--- config.mk ---
export PLATFORM = sky130hd
export DESIGN_NAME = ultrasonic_range_controller
export DESIGN_NICKNAME = d
export VERILOG_FILES = /design/src/hdl/urc_pkg.sv /design/src/hdl/urc_cfg_regs.sv /design/src/hdl/urc_seq.sv /design/src/hdl/ultrasonic_range_controller.sv
export SDC_FILE = /design/constraint.sdc
export NUM_CORES = 1
export LEC_CHECK = 0
export BUFFER_PORTS_ARGS = -buffer_cell sky130_fd_sc_hd__buf_4
export CORE_MARGIN = 1
export CORE_UTILIZATION = 35
export CTS_CLUSTER_SIZE = 12
export DETAILED_ROUTE_END_ITERATION = 12
export PLACE_DENSITY = 0.56
export REMOVE_ABC_BUFFERS = 1
export SETUP_SLACK_MARGIN = 0.3
export SYNTH_ARGS = -nofsm -noshare
export SYNTH_HDL_FRONTEND = slang
export SYNTH_SLANG_ARGS = --single-unit
export TNS_END_PERCENT = 10
--- constraint.sdc ---
create_clock -name clk_i -period 13.5 [get_ports clk_i]
set_input_delay 0.675 -clock clk_i [delete_from_list [all_inputs] [get_ports clk_i]]
set_output_delay 0.675 -clock clk_i [all_outputs]
set_load 0.01 [all_outputs]
--- src/hdl/urc_pkg.sv ---
`timescale 1ns / 1ps

package urc_pkg;

  // Field widths.
  localparam int unsigned DistW   = 9;
  localparam int unsigned TimeoutW = 16;
  localparam int unsigned GapW    = 20;
  localparam int unsigned TickW   = 20;
  localparam int unsigned StatusW = 2;
  localparam int unsigned CfgIdxW = 3;
  localparam int unsigned CfgDataW = 20;

  // Timing constants in microsecond ticks.
  localparam int unsigned UsPerCm       = 58;
  localparam int unsigned TriggerLowUs  = 4;
  localparam int unsigned TriggerHighUs = 10;
  localparam int unsigned RemW          = $clog2(UsPerCm);

  // Status codes.
  localparam logic [StatusW-1:0] ST_OK           = 2'd0;
  localparam logic [StatusW-1:0] ST_BUSY         = 2'd1;
  localparam logic [StatusW-1:0] ST_PING_TIMEOUT = 2'd2;
  localparam logic [StatusW-1:0] ST_ECHO_TIMEOUT = 2'd3;

  // Configuration register indexes.
  localparam logic [CfgIdxW-1:0] CFG_MAX_DIST  = 3'd0;
  localparam logic [CfgIdxW-1:0] CFG_NEAR_THR  = 3'd1;
  localparam logic [CfgIdxW-1:0] CFG_PING_TOUT = 3'd2;
  localparam logic [CfgIdxW-1:0] CFG_GAP       = 3'd3;

  // Configuration register reset values.
  localparam logic [DistW-1:0]    MaxDistRst  = 9'd400;
  localparam logic [DistW-1:0]    NearThrRst  = 9'd10;
  localparam logic [TimeoutW-1:0] PingToutRst = 16'd6000;
  localparam logic [GapW-1:0]     GapRst      = 20'd150000;

  typedef struct packed {
    logic [DistW-1:0]    max_range_cm;
    logic [DistW-1:0]    near_threshold_cm;
    logic [TimeoutW-1:0] ping_timeout_us;
    logic [GapW-1:0]     repeat_gap_us;
  } urc_cfg_t;

  typedef struct packed {
    logic               trigger_out;
    logic               measure_done;
    logic [StatusW-1:0] status;
    logic [DistW-1:0]   distance_cm;
    logic               near_event;
  } urc_res_t;

endpackage

--- src/hdl/urc_cfg_regs.sv ---
`timescale 1ns / 1ps

module urc_cfg_regs (
  input  logic                          clk_i,
  input  logic                          rst_ni,
  input  logic                          cfg_valid_i,
  input  logic [urc_pkg::CfgIdxW-1:0]   cfg_index_i,
  input  logic [urc_pkg::CfgDataW-1:0]  cfg_data_i,
  output urc_pkg::urc_cfg_t             cfg_o
);
  import urc_pkg::*;

  urc_cfg_t cfg_q, cfg_d;

  // Decode a register write; unknown indexes are dropped.
  always_comb begin
    cfg_d = cfg_q;
    if (cfg_valid_i) begin
      case (cfg_index_i)
        CFG_MAX_DIST:  cfg_d.max_range_cm      = cfg_data_i[DistW-1:0];
        CFG_NEAR_THR:  cfg_d.near_threshold_cm = cfg_data_i[DistW-1:0];
        CFG_PING_TOUT: cfg_d.ping_timeout_us   = cfg_data_i[TimeoutW-1:0];
        CFG_GAP:       cfg_d.repeat_gap_us     = cfg_data_i[GapW-1:0];
        default:       cfg_d = cfg_q;
      endcase
    end
  end

  always_ff @(posedge clk_i or negedge rst_ni) begin
    if (!rst_ni) begin
      cfg_q.max_range_cm      <= MaxDistRst;
      cfg_q.near_threshold_cm <= NearThrRst;
      cfg_q.ping_timeout_us   <= PingToutRst;
      cfg_q.repeat_gap_us     <= GapRst;
    end else begin
      cfg_q <= cfg_d;
    end
  end

  assign cfg_o = cfg_q;

endmodule

--- src/hdl/urc_seq.sv ---
`timescale 1ns / 1ps

module urc_seq (
  input  logic              clk_i,
  input  logic              rst_ni,
  input  logic              tick_i,
  input  logic              echo_i,
  input  urc_pkg::urc_cfg_t cfg_i,
  output urc_pkg::urc_res_t res_o
);
  import urc_pkg::*;

  localparam logic [2:0] PH_TRIG_LOW  = 3'd0;
  localparam logic [2:0] PH_TRIG_HIGH = 3'd1;
  localparam logic [2:0] PH_CHECK     = 3'd2;
  localparam logic [2:0] PH_WAIT_RISE = 3'd3;
  localparam logic [2:0] PH_MEASURE   = 3'd4;
  localparam logic [2:0] PH_GAP       = 3'd5;

  localparam logic [TickW-1:0] TrigLowTicks  = TickW'(TriggerLowUs);
  localparam logic [TickW-1:0] TrigHighTicks = TickW'(TriggerHighUs);
  localparam logic [RemW-1:0]  RemLast       = RemW'(UsPerCm - 1);

  logic [2:0]         phase_q, phase_d;
  logic [TickW-1:0]   tick_q, tick_d;
  logic               armed_q, armed_d;
  logic [DistW-1:0]   dist_q, dist_d;
  logic [StatusW-1:0] status_q, status_d;
  // Running quotient and remainder of the echo width by UsPerCm.
  logic [DistW-1:0]   cm_q, cm_d;
  logic [RemW-1:0]    rem_q, rem_d;

  logic [TickW-1:0]   tick_inc;
  logic [TickW-1:0]   low_base;
  logic [TickW-1:0]   low_inc;
  logic [TickW-1:0]   limit;
  logic               rem_wrap;
  logic [DistW-1:0]   cm_next;
  logic               finish;
  logic [StatusW-1:0] fin_code;
  logic               trig;
  logic               near;

  assign tick_inc = tick_q + 1'b1;
  assign low_base = (phase_q == PH_TRIG_LOW) ? tick_q : '0;
  assign low_inc  = low_base + 1'b1;
  assign limit    = TickW'(cfg_i.max_range_cm) * TickW'(UsPerCm);
  assign rem_wrap = (rem_q == RemLast);
  assign cm_next  = cm_q + DistW'(rem_wrap);

  // Phase sequencing for one tick.
  always_comb begin
    phase_d  = phase_q;
    tick_d   = tick_q;
    cm_d     = cm_q;
    rem_d    = rem_q;
    finish   = 1'b0;
    fin_code = ST_OK;
    trig     = 1'b0;
    case (phase_q)
      PH_TRIG_HIGH: begin
        trig   = 1'b1;
        tick_d = tick_inc;
        if (tick_inc >= TrigHighTicks) begin
          phase_d = PH_CHECK;
          tick_d  = '0;
        end
      end
      PH_CHECK: begin
        if (echo_i) begin
          finish   = 1'b1;
          fin_code = ST_BUSY;
        end else begin
          phase_d = PH_WAIT_RISE;
          tick_d  = '0;
        end
      end
      PH_WAIT_RISE: begin
        if (echo_i) begin
          phase_d = PH_MEASURE;
          tick_d  = '0;
          cm_d    = '0;
          rem_d   = '0;
        end else begin
          tick_d = tick_inc;
          if (tick_inc >= TickW'(cfg_i.ping_timeout_us)) begin
            finish   = 1'b1;
            fin_code = ST_PING_TIMEOUT;
          end
        end
      end
      PH_MEASURE: begin
        tick_d = tick_inc;
        cm_d   = cm_next;
        rem_d  = rem_wrap ? '0 : rem_q + 1'b1;
        if (!echo_i) begin
          finish   = 1'b1;
          fin_code = ST_OK;
        end else if (tick_inc >= limit) begin
          finish   = 1'b1;
          fin_code = ST_ECHO_TIMEOUT;
        end
      end
      PH_GAP: begin
        tick_d = tick_inc;
        if (tick_inc >= cfg_i.repeat_gap_us) begin
          phase_d = PH_TRIG_LOW;
          tick_d  = '0;
        end
      end
      default: begin
        // Trigger low phase; unused codes restart here with a fresh count.
        phase_d = PH_TRIG_LOW;
        tick_d  = low_inc;
        if (low_inc >= TrigLowTicks) begin
          phase_d = PH_TRIG_HIGH;
          tick_d  = '0;
        end
      end
    endcase
  end

  // Completion of an attempt: status, distance and near event.
  always_comb begin
    status_d = status_q;
    dist_d   = dist_q;
    armed_d  = armed_q;
    near     = 1'b0;
    if (finish) begin
      status_d = fin_code;
      if (fin_code == ST_OK) begin
        dist_d = cm_next;
        if ((cm_next < cfg_i.near_threshold_cm) && armed_q) begin
          near    = 1'b1;
          armed_d = 1'b0;
        end
        if (cm_next > cfg_i.near_threshold_cm) begin
          armed_d = 1'b1;
        end
      end
    end
  end

  logic [2:0]       phase_fin;
  logic [TickW-1:0] tick_fin;

  assign phase_fin = finish ? ((cfg_i.repeat_gap_us == '0) ? PH_TRIG_LOW : PH_GAP) : phase_d;
  assign tick_fin  = finish ? '0 : tick_d;

  always_ff @(posedge clk_i or negedge rst_ni) begin
    if (!rst_ni) begin
      phase_q  <= PH_TRIG_LOW;
      tick_q   <= '0;
      armed_q  <= 1'b1;
      dist_q   <= '0;
      status_q <= ST_OK;
      cm_q     <= '0;
      rem_q    <= '0;
    end else if (tick_i) begin
      phase_q  <= phase_fin;
      tick_q   <= tick_fin;
      armed_q  <= armed_d;
      dist_q   <= dist_d;
      status_q <= status_d;
      cm_q     <= cm_d;
      rem_q    <= rem_d;
    end
  end

  // Result of this tick, registered by the output stage.
  always_comb begin
    res_o.trigger_out  = trig;
    res_o.measure_done = finish;
    res_o.status       = status_d;
    res_o.distance_cm  = dist_d;
    res_o.near_event   = near;
  end

endmodule

--- src/hdl/ultrasonic_range_controller.sv ---
`timescale 1ns / 1ps

// Ultrasonic range controller for a trigger/echo ranging sensor.
// Each transfer on the input channel is one microsecond tick carrying the
// sampled echo pin level; each tick yields exactly one transfer on the output
// channel with the trigger level to drive, a done pulse, the status of the
// latest attempt, the last good distance in centimeters and the near event.
// The block takes one tick per cycle while the receiver is ready. A result
// is held in the output register and appears in the cycle after its tick is
// transferred in. The distance is kept as a running quotient during the
// echo, so no divider is needed.
// The configuration channel writes register 0 max distance, 1 near threshold,
// 2 ping timeout and 3 repeat gap; it is always ready and should be used only
// while the block is idle.
// Reset puts the sequencer at the start of the trigger low phase with the near
// event armed, and loads the register defaults. When the receiver stalls, the
// held result stays put and the input channel stops accepting ticks until
// that result is transferred.
module ultrasonic_range_controller (
  input  logic                          clk_i,
  input  logic                          rst_ni,
  input  logic                          in_valid_i,
  output logic                          in_ready_o,
  input  logic                          echo_level_i,
  output logic                          out_valid_o,
  input  logic                          out_ready_i,
  output logic                          trigger_out_o,
  output logic                          measure_done_o,
  output logic [urc_pkg::StatusW-1:0]   status_o,
  output logic [urc_pkg::DistW-1:0]     distance_cm_o,
  output logic                          near_event_o,
  input  logic                          cfg_valid_i,
  output logic                          cfg_ready_o,
  input  logic [urc_pkg::CfgIdxW-1:0]   cfg_index_i,
  input  logic [urc_pkg::CfgDataW-1:0]  cfg_data_i
);
  import urc_pkg::*;

  urc_cfg_t cfg;
  urc_res_t res;
  urc_res_t res_q;
  logic     out_valid_q, out_valid_d;
  logic     in_xfer;

  assign cfg_ready_o = 1'b1;
  assign in_ready_o  = !out_valid_q || out_ready_i;
  assign in_xfer     = in_valid_i && in_ready_o;

  urc_cfg_regs u_cfg (
    .clk_i       (clk_i),
    .rst_ni      (rst_ni),
    .cfg_valid_i (cfg_valid_i),
    .cfg_index_i (cfg_index_i),
    .cfg_data_i  (cfg_data_i),
    .cfg_o       (cfg)
  );

  urc_seq u_seq (
    .clk_i  (clk_i),
    .rst_ni (rst_ni),
    .tick_i (in_xfer),
    .echo_i (echo_level_i),
    .cfg_i  (cfg),
    .res_o  (res)
  );

  // Output register: loads on every input transfer, drains on output transfer.
  always_comb begin
    out_valid_d = out_valid_q;
    if (in_xfer) begin
      out_valid_d = 1'b1;
    end else if (out_ready_i) begin
      out_valid_d = 1'b0;
    end
  end

  always_ff @(posedge clk_i or negedge rst_ni) begin
    if (!rst_ni) begin
      out_valid_q <= 1'b0;
    end else begin
      out_valid_q <= out_valid_d;
    end
  end

  always_ff @(posedge clk_i) begin
    if (in_xfer) begin
      res_q <= res;
    end
  end

  assign out_valid_o    = out_valid_q;
  assign trigger_out_o  = res_q.trigger_out;
  assign measure_done_o = res_q.measure_done;
  assign status_o       = res_q.status;
  assign distance_cm_o  = res_q.distance_cm;
  assign near_event_o   = res_q.near_event;

  // A near event only comes with a successful measurement.
  assert property (@(posedge clk_i) disable iff (!rst_ni)
    out_valid_o && near_event_o |-> measure_done_o && (status_o == ST_OK))
    else $error("near event without a good measurement");

  // The trigger is never driven on the tick an attempt finishes.
  assert property (@(posedge clk_i) disable iff (!rst_ni)
    out_valid_o && trigger_out_o |-> !measure_done_o)
    else $error("trigger high on a finishing tick");

  // Every accepted tick produces a result in the next cycle.
  assert property (@(posedge clk_i) disable iff (!rst_ni)
    in_valid_i && in_ready_o |=> out_valid_o)
    else $error("accepted tick without a result");

  // With no held result the input side must be open.
  assert property (@(posedge clk_i) disable iff (!rst_ni)
    !out_valid_o |-> in_ready_o)
    else $error("input blocked while output is empty");

endmodule
==> results <==
- The flow ran to the end, and the final reports show no timing, DRC or antenna violations.
- Counting cells, the worst reg-to-reg path comes to 23.
- The cell sitting at the root of the clock tree is a clkbuf_16.
- Counting the buffers created by CTS gives 17.
- Across the VDD grid, the largest voltage drop is 0.0865 mV.
- The fraction of power consumed by sequential logic is 0.301.
- The routing usage on met3 is 0.0307.
- The shortest clock period the worst path allows after layout is 5.95 ns.
- The type of the setup path with the least slack is register to register.
- For this run, design rule violations remaining after detail routing come to 0.
- The total setup buffers inserted after CTS is 0.
- The number of setup violations in the final report is 0.
- The clock tree from TritonCTS is done.
- The type of the worst min-delay path is input pin to async pin.
- The mean routed wirelength per cell is 15.8 um.
- The DRC marker count from the first detailed-route iteration is 404.
- For this run, the post-layout net count is 1072.
- The final number of max-transition violations came to 0.
- Global routing finished with a remaining overflow of 0.
- The required time of the critical path is 13.85 ns.
- The total I/O pin count is 46.
- The fraction of final layout cells with drive strength greater than 1 is 0.158.
- Counting along the longest clock path gives a buffer depth of 2.
- The core region is 0.0235 mm2.
- The floorplan step defined a die boundary enclosing 0.0245 mm2.
- The height of the chip is 157 um.
- Among all flip-flop cells after synthesis, the most frequent one is dfrtp_1.
- The async set-reset flop share out of synthesis is 0.882.
- Entering global routing, the biggest net connects 67 pins.
- Across every metal layer, demand over resource in global routing totals 0.179.
- Across all layers, the routed design uses 6367 vias.
- The data arrival time of the critical path is 6.30 ns.
- STA classifies the critical path endpoint as a register.
- The ratio of routed vias to standard cells is 5.03.
- The number of antenna violations at the first check in global routing is 0.
- Of the total power, combinational logic draws 0.422.
- The switching part of the total power is 0.379.
- The synthesis-to-layout area growth is 15.1%.
- The number of standard cells after synthesis is 901.
- The filler cell count in the final layout is 2333.
- In this run the worst path has a maximum fanout of 20.
- The first detailed-routing pass ran for 4 iterations.
- The width of the die is 157 um.
- In the finished design, the share of the clock period the worst path needs comes to 0.441.
- Hold repair after CTS inserted 0 buffers.
- The setup slack of the most critical reg-to-reg path is 7.55 ns.
- The portion of total power attributed to the clock network is 0.277.
- After clock tree synthesis, the clock-pin slew on the worst setup and hold paths is 0.06 ns.
- At the pin with the least slew margin, the transition time is 1.08 ns.
- For this run, the register share of the synthesized area comes to 0.368.
- Input and output buffers added on the ports amount to 44.
- The mean instance size in the synthesized netlist is 9.28 um2.
- The final core area utilization is 0.410.
- The via count of the first global-routing pass was 6247.
- The worst register-to-register path begins at u_cfg.cfg_o[46]$_DFFE_PN0P_.
- The worst pin sits at a relative slew slack of 0.277.
- The switching power is 651 uW.
- Detailed placement ended at an HPWL of 14900 um.
- The number of clock sinks is 119.
- The number of diodes is 0.
- The cell-internal power is 1070 uW.
- The met2 global-route usage is 0.284.
- The count of maximum capacitance violations is 0.
- The endpoint identified for the worst register-to-register timing path is u_seq.tick_q[6]$_DFFE_PN0P_.
- The number of core rows is 56.
- The library cell used most frequently in the layout, excluding fill and tap cells, is nand2_1.
- The H-tree depth reported by CTS is 4.
- The most used routing layer in global routing is met2.
- The power density over the cells is 178 mW/mm2.
- For this configuration, the core starts out at a cell density of 0.356.
- After clock tree synthesis, the repair step resized 0 gates.
- The wire length of the first global-routing pass is 33800 um.
- The startpoint class of the critical path is a register.
- Setup repair after global routing left no endpoint under its margin.
- The fmax is 168 MHz.
- The number of standard cells in the final layout excluding fillers is 1267.
- At the end of routability-driven placement, the weighted congestion stood at 0.839.
- The analysis attributes to cell leakage a power of 0.00457 uW.
- The total chip power is 1720 uW.
- The number of synthesized flops with an enable pin is 14.
- Once detail routing completed, the nets flagged for antenna violations numbered 0.
- The post-synthesis sequential element count is 119.
- The total of warnings raised by yosys is 0.
- After routing, the total negative slack on setup checks comes to 0 ns.
- For met1 alone, demand over resource in global routing was 0.247.
- The routed wire length is 20000 um.
- The number of endpoints with negative hold slack in the final report is 0.
- The worst-skew pair later-pin latency is 0.42 ns.
- The summed instance area of the synthesized netlist is 0.00836 mm2.
- Between clock sinks in the finished design, the worst skew comes to 0.0138 ns.
- The worst hold margin is 0.242 ns.
- Yosys mapped the design onto 71 distinct sky130hd cell types.
- The library cells used most frequently in the layout, excluding fill and tap cells, are nand2_1 (102), inv_1 (100), ha_1 (95).
- The number of cells after detailed placement is 1235.
==> worst max path at each step <==
stage,to,cells after the start,from,slack [ns]
finish,u_seq.tick_q[6]$_DFFE_PN0P_,23,u_cfg.cfg_o[46]$_DFFE_PN0P_,7.55
global route,u_seq.tick_q[4]$_DFFE_PN0P_,23,u_cfg.cfg_o[46]$_DFFE_PN0P_,7.18
CTS,u_seq.tick_q[6]$_DFFE_PN0P_,23,u_cfg.cfg_o[46]$_DFFE_PN0P_,7.58
detailed placement,u_seq.tick_q[4]$_DFFE_PN0P_,23,u_cfg.cfg_o[46]$_DFFE_PN0P_,7.59
global placement,u_seq.tick_q[4]$_DFFE_PN0P_,25,u_cfg.cfg_o[49]$_DFFE_PN1P_,7.71
floorplan,u_seq.phase_q[2]$_DFFE_PN0P_,25,u_cfg.cfg_o[49]$_DFFE_PN1P_,8.15
==> cells by family (layout without fill, tap and decap cells) <==
kind of cell	after synthesis	after routing	share of synthesized area
AND/OR/NAND/NOR	262	262	0.163
XOR/XNOR	40	40	0.0419
multiplexers	27	27	0.0364
flip-flops	119	119	0.368
buffers and inverters	138	185	0.0658
adder cells (fa/ha/maj)	108	108	0.173
other	1	1	0.000448
AO/OA/AOI/OAI	206	206	0.151
==> cells in the mapped netlist (13+ instances only) <==
master | number | share of area
dfstp_2 | 21 | 0.066
o21ai_0 | 75 | 0.045
nor2_1 | 32 | 0.014
inv_1 | 100 | 0.045
dfrtp_1 | 84 | 0.25
xnor2_1 | 22 | 0.023
fa_1 | 13 | 0.031
nand4_1 | 16 | 0.012
mux2_2 | 27 | 0.036
clkbuf_1 | 24 | 0.011
nor3_1 | 16 | 0.0096
xor2_1 | 18 | 0.019
a21oi_1 | 35 | 0.021
a21o_1 | 13 | 0.012
nand3_1 | 21 | 0.013
edfxtp_1 | 14 | 0.050
ha_1 | 95 | 0.14
nand2_1 | 102 | 0.046
==> per-stage QoR <==
step / area, um2 / setup slack [ns]
final: 9630 / 7.55
after global routing: 9630 / 7.18
after global placement: 9010 / 7.71
after detailed placement: 9010 / 7.59
after CTS: 9630 / 7.58
after floorplan: 8190 / 8.15
==> worst max-delay path, stage by stage, from the launching register on <==
cell,delay [ns]
dfrtp_1,0.39
inv_1,0.11
fa_1,0.53
inv_1,0.04
ha_1,0.30
fa_1,0.46
ha_1,0.35
a21oi_1,0.22
o21bai_1,0.08
a21oi_1,0.22
o21bai_1,0.08
a21oi_1,0.22
o21bai_1,0.08
a21oi_1,0.18
xor2_1,0.17
ha_1,0.26
nand4_1,0.09
nor2_1,0.06
a31oi_1,0.13
a31oi_1,0.18
o31a_1,0.37
or4b_1,0.91
nor2_2,0.27
a22o_1,0.17
==> power by group through the flow <==
stage	registers, uW	clock network [uW]	logic [uW]
floorplan	506	0	551
global placement	521	0	727
detailed placement	522	0	735
CTS	517	486	740
global route	529	502	858
finish	516	476	725
==> sequential cells by signal, indices dropped and copies added (netlist names), 2 cells and up <==
signal,cells
u_seq.dist_q,9
u_seq.cm_q,9
status_o,2
u_cfg.cfg_o,54
distance_cm_o,9
u_seq.rem_q,6
u_seq.status_q,2
u_seq.phase_q,3
u_seq.tick_q,20
==> final cells by class <==
| class | instances | area, um2 | area share |
|---|---|---|---|
| Sequential cell | 119 | 3070 | 0.319 |
| Clock buffer | 19 | 453 | 0.0471 |
| Timing Repair Buffer | 52 | 390 | 0.0406 |
| Clock inverter | 13 | 165 | 0.0172 |
| Multi-Input combinational cell | 644 | 4760 | 0.495 |
| Inverter | 101 | 379 | 0.0394 |
| Tap cell | 319 | 399 | 0.0415 |
==> layer usage <==
layer / routed length (um) / vias up / share of wire
met1: 9720 / 3036 / 0.49
li1: - / 3222 / -
met4: 301 / 0 / 0.015
met3: 678 / 17 / 0.034
met2: 9340 / 92 / 0.47
met5: 0 / - / 0
No activity file was read; power rests on OpenSTA's default activity.
